[src/rtl/psi_pkg.sv]
package psi_pkg;

   localparam int MaxWidth   = 128;
   localparam int MaxHeight  = 128;
   localparam int ChanBits   = 16;
   localparam int PixBits    = 4 * ChanBits;
   localparam int MemDepth   = 21844;
   localparam int AddrBits   = 15;
   localparam int CoordBits  = 7;
   localparam int DimBits    = 8;
   localparam int LevelLimit = 16;
   localparam int LevelBits  = 4;
   localparam logic [DimBits-1:0] ResetWidth  = 8'd128;
   localparam logic [DimBits-1:0] ResetHeight = 8'd128;
   localparam logic [DimBits-1:0] ResetPasses = 8'd30;
   localparam logic [AddrBits-1:0] Level1Base = 15'd16384;

   localparam logic [1:0] CsrWidth  = 2'd0;
   localparam logic [1:0] CsrHeight = 2'd1;
   localparam logic [1:0] CsrPasses = 2'd2;

   localparam logic OpLoad = 1'b0;
   localparam logic OpRead = 1'b1;

   typedef struct packed {
      logic                 op;
      logic [CoordBits-1:0] col;
      logic [CoordBits-1:0] row;
      logic [15:0]          red_in;
      logic [15:0]          green_in;
      logic [15:0]          blue_in;
      logic [15:0]          alpha_in;
      logic                 hole;
      logic                 last_load;
   } req_type;

   typedef struct packed {
      logic [15:0] red_out;
      logic [15:0] green_out;
      logic [15:0] blue_out;
      logic [15:0] alpha_out;
   } rsp_type;

   // memory access request from the sequencer
   typedef struct packed {
      logic                wr;
      logic [AddrBits-1:0] addr;
      logic [PixBits-1:0]  pix;
      logic                hole;
   } mem_cmd_type;

   // truncating division of sums by 1..4; divide by three with a Q19 reciprocal,
   // exact for every sum of up to four channels
   function automatic logic [ChanBits+1:0] div_small(input logic [ChanBits+1:0] s,
                                                      input logic [2:0] n);
      logic [ChanBits+1:0] q;
      begin
         q = s;
         case (n)
            3'd2: q = s >> 1;
            3'd3: q = (ChanBits+2)'(((36'(s) * 36'd174763) >> 19));
            3'd4: q = s >> 2;
            default: q = s;
         endcase
         return q;
      end
   endfunction

endpackage

[src/rtl/psi_seq.sv]
// Fill sequencer: every step is a single memory access; a shared 4-lane
// accumulator sums up to four children or neighbours and divides by the count.
module psi_seq (
   input  logic                          clock,
   input  logic                          reset,
   input  logic                          start,
   input  logic [psi_pkg::DimBits-1:0]   cfg_w,
   input  logic [psi_pkg::DimBits-1:0]   cfg_h,
   input  logic [psi_pkg::DimBits-1:0]   cfg_passes,
   input  logic [psi_pkg::PixBits-1:0]   rd_pix,
   input  logic                          rd_hole,
   output psi_pkg::mem_cmd_type          cmd,
   output logic                          busy
);

   typedef enum logic [3:0] {
      IDLE, SETUP, SH_RD, SH_ACC, SH_WR, SM_CHK, SM_CHKW, SM_RD, SM_ACC, SM_WR,
      EX_CHK, EX_CHKW, EX_RD, EX_WR, NEXT
   } state_type;

   localparam int AB = psi_pkg::AddrBits;
   localparam int CB = psi_pkg::ChanBits;
   localparam int DB = psi_pkg::DimBits;
   localparam int PixBits_l = psi_pkg::PixBits;

   state_type state_ff, state_in;
   logic [DB-1:0] lw_ff [psi_pkg::LevelLimit];
   logic [DB-1:0] lh_ff [psi_pkg::LevelLimit];
   logic [AB-1:0] lo_ff [psi_pkg::LevelLimit];
   logic [DB-1:0] lw_in, lh_in;
   logic [AB-1:0] lo_in;
   logic [psi_pkg::LevelBits-1:0] lvl_ff, lvl_in;
   logic [DB-1:0] x_ff, x_in, y_ff, y_in, pass_ff, pass_in;
   logic [2:0]    k_ff, k_in, cnt_ff, cnt_in;
   logic          all_ff, all_in;
   logic [CB+1:0] sum_ff [4];
   logic [CB+1:0] sum_in [4];
   logic [1:0]    hold_ff, hold_in;
   logic [DB-1:0] cw, ch, fw, fh, nx, ny, cx, cy;
   logic          inb, nb_ok;
   logic [PixBits_l-1:0] avg_w;

   always_comb begin
      cw = lw_ff[lvl_ff];
      ch = lh_ff[lvl_ff];
      fw = (lvl_ff == '0) ? cw : lw_ff[lvl_ff - 1'b1];
      fh = (lvl_ff == '0) ? ch : lh_ff[lvl_ff - 1'b1];
      // shrink child coordinates, clamped
      cx = {x_ff[DB-2:0], 1'b0} + DB'(k_ff[0]);
      cy = {y_ff[DB-2:0], 1'b0} + DB'(k_ff[1]);
      inb = (cx < fw) && (cy < fh);
      if (cx >= fw) cx = fw - 1'b1;
      if (cy >= fh) cy = fh - 1'b1;
      // smoothing neighbours: up, left, right, down
      nx = x_ff; ny = y_ff; nb_ok = 1'b0;
      case (k_ff[1:0])
         2'd0: begin ny = y_ff - 1'b1; nb_ok = (y_ff != '0); end
         2'd1: begin nx = x_ff - 1'b1; nb_ok = (x_ff != '0); end
         2'd2: begin nx = x_ff + 1'b1; nb_ok = (x_ff + 1'b1 < cw); end
         default: begin ny = y_ff + 1'b1; nb_ok = (y_ff + 1'b1 < ch); end
      endcase
      avg_w = '0;
      for (int c = 0; c < 4; c++)
         avg_w[c*CB +: CB] = (cnt_ff == '0) ? '0 : CB'(psi_pkg::div_small(sum_ff[c], cnt_ff));
   end

   // address of (px,py) at level l: offset + py*stride + px
   function automatic logic [AB-1:0] at_addr(input logic [AB-1:0] off,
                                             input logic [DB-1:0] st,
                                             input logic [DB-1:0] px,
                                             input logic [DB-1:0] py);
      return off + AB'(py * st) + AB'(px);
   endfunction

   logic [DB-1:0] stf, stc, stp;
   assign stf = (lvl_ff == '0) ? DB'(psi_pkg::MaxWidth) : lw_ff[lvl_ff];
   assign stc = (lvl_ff == '0) ? DB'(psi_pkg::MaxWidth) : cw;
   assign stp = lw_ff[lvl_ff + 1'b1];

   always_comb begin
      state_in = state_ff; lvl_in = lvl_ff;
      x_in = x_ff; y_in = y_ff; pass_in = pass_ff; k_in = k_ff; cnt_in = cnt_ff;
      all_in = all_ff; hold_in = hold_ff;
      lw_in = '0; lh_in = '0; lo_in = '0;
      for (int c = 0; c < 4; c++) sum_in[c] = sum_ff[c];
      cmd = '0;
      unique case (state_ff)
         IDLE: if (start) begin
            state_in = SETUP; lvl_in = '0;
         end
         SETUP: begin
            // level lvl_ff is built; decide whether to add a coarser one
            if (cw > 2 && ch > 2 && lvl_ff != 4'(psi_pkg::LevelLimit - 1)) begin
               lvl_in = lvl_ff + 1'b1;
               x_in = '0; y_in = '0; k_in = '0; cnt_in = '0; all_in = 1'b1;
               for (int c = 0; c < 4; c++) sum_in[c] = '0;
               state_in = SH_RD;
            end else begin
               pass_in = '0; x_in = '0; y_in = '0;
               state_in = (cfg_passes == '0) ? NEXT : SM_CHK;
            end
         end
         SH_RD: begin
            cmd.addr = at_addr((lvl_ff == 4'd1) ? '0 : lo_ff[lvl_ff - 1'b1],
                               (lvl_ff == 4'd1) ? DB'(psi_pkg::MaxWidth) : fw, cx, cy);
            hold_in[0] = inb;
            state_in = SH_ACC;
         end
         SH_ACC: begin
            // only in-bounds children vote on the coarse hole flag
            if (hold_ff[0]) all_in = all_ff & rd_hole;
            if (!rd_hole) begin
               for (int c = 0; c < 4; c++) sum_in[c] = sum_ff[c] + (CB+2)'(rd_pix[c*CB +: CB]);
               cnt_in = cnt_ff + 1'b1;
            end
            if (k_ff == 3'd3) state_in = SH_WR;
            else begin k_in = k_ff + 1'b1; state_in = SH_RD; end
         end
         SH_WR: begin
            cmd.wr = 1'b1;
            cmd.addr = at_addr(lo_ff[lvl_ff], cw, x_ff, y_ff);
            cmd.pix = avg_w;
            cmd.hole = all_ff;
            k_in = '0; cnt_in = '0; all_in = 1'b1;
            for (int c = 0; c < 4; c++) sum_in[c] = '0;
            state_in = SH_RD;
            if (x_ff + 1'b1 < cw) x_in = x_ff + 1'b1;
            else begin
               x_in = '0;
               if (y_ff + 1'b1 < ch) y_in = y_ff + 1'b1;
               else state_in = SETUP;
            end
         end
         SM_CHK: begin
            cmd.addr = at_addr(lo_ff[lvl_ff], stc, x_ff, y_ff);
            state_in = SM_CHKW;
         end
         SM_CHKW: begin
            k_in = '0; cnt_in = '0;
            for (int c = 0; c < 4; c++) sum_in[c] = '0;
            state_in = rd_hole ? SM_RD : SM_WR;
            hold_in[0] = rd_hole;
         end
         SM_RD: begin
            cmd.addr = at_addr(lo_ff[lvl_ff], stc, nx, ny);
            hold_in[1] = nb_ok;
            state_in = SM_ACC;
         end
         SM_ACC: begin
            if (hold_ff[1]) begin
               for (int c = 0; c < 4; c++) sum_in[c] = sum_ff[c] + (CB+2)'(rd_pix[c*CB +: CB]);
               cnt_in = cnt_ff + 1'b1;
            end
            if (k_ff == 3'd3) state_in = SM_WR;
            else begin k_in = k_ff + 1'b1; state_in = SM_RD; end
         end
         SM_WR: begin
            // write only holes that have neighbours; then advance raster
            if (hold_ff[0] && cnt_ff != '0) begin
               cmd.wr = 1'b1;
               cmd.addr = at_addr(lo_ff[lvl_ff], stc, x_ff, y_ff);
               cmd.pix = avg_w;
               cmd.hole = 1'b1;
            end
            state_in = SM_CHK;
            if (x_ff + 1'b1 < cw) x_in = x_ff + 1'b1;
            else begin
               x_in = '0;
               if (y_ff + 1'b1 < ch) y_in = y_ff + 1'b1;
               else begin
                  y_in = '0;
                  if (pass_ff + 1'b1 < cfg_passes) pass_in = pass_ff + 1'b1;
                  else state_in = NEXT;
               end
            end
         end
         NEXT: begin
            if (lvl_ff == '0) state_in = IDLE;
            else begin
               lvl_in = lvl_ff - 1'b1; x_in = '0; y_in = '0; pass_in = '0;
               state_in = EX_CHK;
            end
         end
         EX_CHK: begin
            cmd.addr = at_addr(lo_ff[lvl_ff], stf, x_ff, y_ff);
            state_in = EX_CHKW;
         end
         EX_CHKW: state_in = rd_hole ? EX_RD : EX_WR;
         EX_RD: begin
            cmd.addr = at_addr(lo_ff[lvl_ff + 1'b1], stp, x_ff >> 1, y_ff >> 1);
            hold_in[0] = 1'b1;
            state_in = EX_WR;
         end
         EX_WR: begin
            if (hold_ff[0]) begin
               cmd.wr = 1'b1;
               cmd.addr = at_addr(lo_ff[lvl_ff], stf, x_ff, y_ff);
               cmd.pix = rd_pix;
               cmd.hole = 1'b1;
            end
            hold_in[0] = 1'b0;
            state_in = EX_CHK;
            if (x_ff + 1'b1 < cw) x_in = x_ff + 1'b1;
            else begin
               x_in = '0;
               if (y_ff + 1'b1 < ch) y_in = y_ff + 1'b1;
               else begin
                  y_in = '0;
                  state_in = (cfg_passes == '0) ? NEXT : SM_CHK;
               end
            end
         end
         default: state_in = IDLE;
      endcase
      if (state_ff == EX_CHKW) hold_in[0] = 1'b0;
      // geometry of the next coarser level
      lw_in = DB'((9'(cw) + 9'd1) >> 1);
      lh_in = DB'((9'(ch) + 9'd1) >> 1);
      lo_in = lo_ff[lvl_ff] + ((lvl_ff == '0) ? '0 : AB'(cw * ch));
   end

   assign busy = (state_ff != IDLE);

   always_ff @(posedge clock) begin
      if (reset) begin
         state_ff <= IDLE;
         lvl_ff <= '0;
      end else begin
         state_ff <= state_in;
         lvl_ff <= lvl_in;
      end
      x_ff <= x_in; y_ff <= y_in; pass_ff <= pass_in; k_ff <= k_in;
      cnt_ff <= cnt_in; all_ff <= all_in; hold_ff <= hold_in;
      for (int c = 0; c < 4; c++) sum_ff[c] <= sum_in[c];
      if (state_ff == IDLE && start) begin
         lw_ff[0] <= (cfg_w == '0) ? 8'd1 : ((cfg_w > 8'd128) ? 8'd128 : cfg_w);
         lh_ff[0] <= (cfg_h == '0) ? 8'd1 : ((cfg_h > 8'd128) ? 8'd128 : cfg_h);
         lo_ff[0] <= '0;
      end
      if (state_ff == SETUP && state_in == SH_RD) begin
         lw_ff[lvl_in] <= lw_in;
         lh_ff[lvl_in] <= lh_in;
         lo_ff[lvl_in] <= (lvl_ff == '0) ? psi_pkg::Level1Base : lo_in;
      end
   end

endmodule

[config.mk]
export PLATFORM = sky130hd
export DESIGN_NAME = psi_seq
export DESIGN_NICKNAME = d
export VERILOG_FILES = /design/src/rtl/psi_pkg.sv /design/src/rtl/psi_seq.sv
export SDC_FILE = /design/constraint.sdc
export NUM_CORES = 2
export LEC_CHECK = 0
export ABC_AREA = 1
export BUFFER_PORTS_ARGS = -buffer_cell sky130_fd_sc_hd__buf_2
export CAP_MARGIN = 20
export CORE_ASPECT_RATIO = 1.75
export CORE_MARGIN = 2
export CORE_UTILIZATION = 50
export CTS_CLUSTER_SIZE = 30
export DETAILED_ROUTE_END_ITERATION = 6
export PLACE_DENSITY = 0.71
export SLEW_MARGIN = 10
export SYNTH_ARGS = -nofsm -noshare
export SYNTH_HDL_FRONTEND = slang
export SYNTH_SLANG_ARGS = --single-unit
[constraint.sdc]
create_clock -name clock -period 16.87 [get_ports clock]
set_clock_uncertainty 0.15 [all_clocks]
set_input_delay 1.687 -clock clock [delete_from_list [all_inputs] [get_ports clock]]
set_output_delay 1.687 -clock clock [all_outputs]
set_load 0.01 [all_outputs]
==> run summary <==
The run finished, with violations left. The checks that failed: design-rule violations. The peak clock frequency supported by timing is 69.30 MHz. The number of enable flip-flop cells after synthesis came out at 600. The layout overhead on the synthesized area came out at 6.509%. The largest single stage delay on the critical path is 0.95 ns. The routed layout has 69.13k vias. Summed over all instances, the cell type with the most area after synthesis is edfxtp_1. The via count of the first global-routing pass is 70.50k. The compound-cell area share of the yosys netlist is 13.04%.

The remaining design rule violation count is 3. The global-route wire length before repair came out at 428500 microns. The largest buffer count on any clock path is 3. The number of input and output port buffers inserted came out at 173. The TritonCTS clock tree is done. The synthesized net count came out at 11.56k. The required time of the critical path came out at 15.03 ns. The root buffer cell is clkbuf_16.

The worst-case headroom to the max-slew limit came out at 16.98%. The kind of path behind the tightest hold check is reg2reg. The final non-filler cell total came out at 11.85k. The instance count of the mapped netlist is 9733.

The routability congestion estimate came out at 1.016. The initial antenna violation count came out at 7. The area of the die came out at 161500 sq um.

Counting every sink on the clock net gives 609. Sorting the synthesized cells by how often they occur yields inv_1 (1894), nand2_1 (1819), ha_1 (985). The xor and xnor area share after synthesis is 1.171%. Global routing used 35.62% of the available tracks. The synthesized netlist devotes 16.52% of its cell area to simple gates. The CTS H-tree depth came out at 2. The maximum number of pins on one net before global-route repair is 187. The core area came out at 157400 sq um.

Post-CTS timing repair inserted 0 buffers for setup. The clock input transition at the sequential cells of the worst setup and hold paths came out at 0.07 ns. The post-route clock period utilization came out at 85.54%. The fraction of final layout cells with drive strength greater than 1 is 5.550%. Global routing used 35.11% of the available met1 tracks. The first-pass iteration count of the detailed router is 7.

The via density per instance is 5.833. STA classifies the critical path endpoint as a primary output. After clock tree synthesis, the flow added hold-fix buffers numbering 0. The number of placed instances, taps included came out at 11.73k.

The net count of the finished layout is 11.58k. In the post-synthesis netlist, the cell with the most instances is inv_1. The overall routed net length came out at 289100 microns.

The summed instance area of the synthesized netlist is 79080 sq um. By area the synthesized netlist is led by edfxtp_1 (23%), fa_1 (19%), ha_1 (16%). The global routing stage identified its most utilized layer as met2. The total of cells resized after clock tree synthesis is 0.

After the first detailed-routing iteration, the DRC count stood at 5585. The multiplexer share of the synthesized area came out at 0.5190%. The floorplan die width came out at 304.6 microns.

The wire-length estimate of the detail-placed layout is 229200 microns. The count of maximum capacitance violations is 0. By startpoint and endpoint, the worst setup path is classified as reg2out. The most used flip-flop cell after synthesis is edfxtp_1.

The slowest stage of the critical path is the o21ai_0 cell. The fraction of registers with async set/reset came out at 0%. At the worst endpoint, the arrival time is 12.59 ns. The final number of hold-violating endpoints came out at 0. A synthesized cell averages 8.125 sq um.

The count of unique library cells instantiated by Yosys is 68. The sequential-to-total area share from yosys stat came out at 23.01%. Setup repair after global routing left no endpoint under its margin.

The clock period minus final worst setup slack is 14.43 ns. The die outline height came out at 530.1 microns. The number of pins with negative max-slew slack in the final report is 0.

The slew of the pin with the lowest slew margin is 1.239 ns. The global-route track usage on met3 is 4.581%. The aggregate global routing overflow is 0.

The portion of synthesized cell area occupied by the leading cell type is 22.78%. The top fanout value on the critical path is 147. After floorplanning, the core was divided into 193 placement rows. In the final routed layout, each cell accounts on average for 24.39 microns. The clock insertion delay at the later pin of the skew report came out at 0.75 ns.

Of the total synthesized cell area, the portion taken by full adders, half adders and majority gates is 34.47%. The count of final setup violators came out at 0. The number of placed I/O pins came out at 174. Counting flops and latches in the post-synthesis netlist gives 609. The worst setup path is launched from a flip-flop. The global-route met2 utilization is 65.10%. The detail route stage leaves a number of antenna-violating nets equal to 0. TritonCTS created 60 clock buffers.

By area, the combinational part of the netlist is dominated by adder cells. The total negative slack for setup checks is 0 ns. The starting utilization of the core area came out at 50.23%. The number of warnings printed during yosys synthesis came out at 0.
-- logic make-up (layout without fill, tap and decap cells) --
logic type | after synthesis | in the layout
xor gates and xnor gates | 104 | 104
adders and majority gates | 1731 | 1731
muxes | 41 | 41
other | 0 | 3
DFF | 609 | 609
AOI/OAI and AO/OA | 1776 | 1776
buffers and inverters | 2267 | 2336
and+or+nand+nor | 3205 | 3205
-- worst max-delay path, delay by kind of cell (launching register included) --
kind	cells	cell delay, ns
adders and majority gates	8	3.94
AOI/OAI and AO/OA	9	3.46
and+or+nand+nor	13	1.91
buffers and inverters	8	1.65
DFF	1	0.72
-- final cells by class --
| type | count | area, sq um |
|---|---|---|
| diodes | 3 | 7.507 |
| clock buffers | 64 | 1516 |
| clock inverters | 47 | 551.8 |
| fillers | 14750 | 73220 |
| inverters | 1922 | 7229 |
| multi-input cells | 6857 | 52260 |
| flip-flops and latches | 609 | 18210 |
| well taps | 2047 | 2561 |
| repair buffers | 303 | 1896 |
-- sequential cells by signal, summed over array words and instances (netlist names) --
register / flops
lvl_ff: 4
x_ff: 8
k_ff: 3
lh_ff: 128
y_ff: 8
all_ff: 1
pass_ff: 8
state_ff: 4
lw_ff: 128
hold_ff: 2
sum_ff: 72
lo_ff: 240
cnt_ff: 3
-- metrics by stage --
step           utilization (%)  hold WS (ns)  setup WS, ns  instance area [sq um]
6_report                 53.50        0.4328         2.440                  84230
5_1_grt                  53.49        0.4531         1.891                  84220
4_1_cts                  53.46        0.4306         2.627                  84160
3_5_place_dp             52.14        0.4218         3.427                  82100
3_3_place_gp             52.10        0.4140         3.571                  82030
2_1_floorplan                -        0.3184         6.580                  79080
-- cells in the final DEF, fill, tap and decap left out, drive strengths merged, types with 6 or more instances in the layout --
| cell type | count |
|---|---|
| inv | 1919 |
| nand2 | 1829 |
| ha | 985 |
| nor2 | 764 |
| fa | 746 |
| o21ai | 670 |
| a21oi | 615 |
| edfxtp | 600 |
| nand3 | 446 |
| buf | 303 |
| o211ai | 136 |
| xor2 | 67 |
| a221oi | 66 |
| clkbuf | 64 |
| a31oi | 60 |
| nor3 | 57 |
| mux2i | 41 |
| nand4 | 38 |
| or2 | 37 |
| xnor2 | 37 |
| clkinv | 36 |
| o21a | 32 |
| o21bai | 32 |
| a21o | 19 |
| a311oi | 17 |
| o2111ai | 17 |
| o22ai | 17 |
| o31ai | 17 |
| o221ai | 16 |
| nor4 | 12 |
| a21boi | 12 |
| a32o | 12 |
| a211oi | 10 |
| dfxtp | 9 |
| nand3b | 8 |
| bufinv | 8 |
| a22oi | 7 |
| clkinvlp | 6 |
| nor3b | 6 |
-- per-layer routing --
metal	vias to the layer above	share of wire, %
met1	33010	32
met2	3153	50
met4	2	11
met3	1166	6.2
met5	-	0.0038
li1	31800	-
-- path summary, 6_finish.rpt --
path | start | cells past startpoint | slack [ns] | end
setup reg to reg | lvl_ff[0]$_SDFF_PP0_ | 36 | 7.10 | lo_ff[7][14]$_DFFE_PP_
hold / removal | hold_ff[0]$_SDFFE_PN0P_ | 2 | 0.43 | hold_ff[0]$_SDFFE_PN0P_
hold reg to reg | hold_ff[0]$_SDFFE_PN0P_ | 2 | 0.43 | hold_ff[0]$_SDFFE_PN0P_
setup / recovery | lvl_ff[0]$_SDFF_PP0_ | 38 | 2.44 | cmd[74]
Power is not shown: default switching activity piles up to over one toggle a cycle in this logic, so the estimate is an artifact.
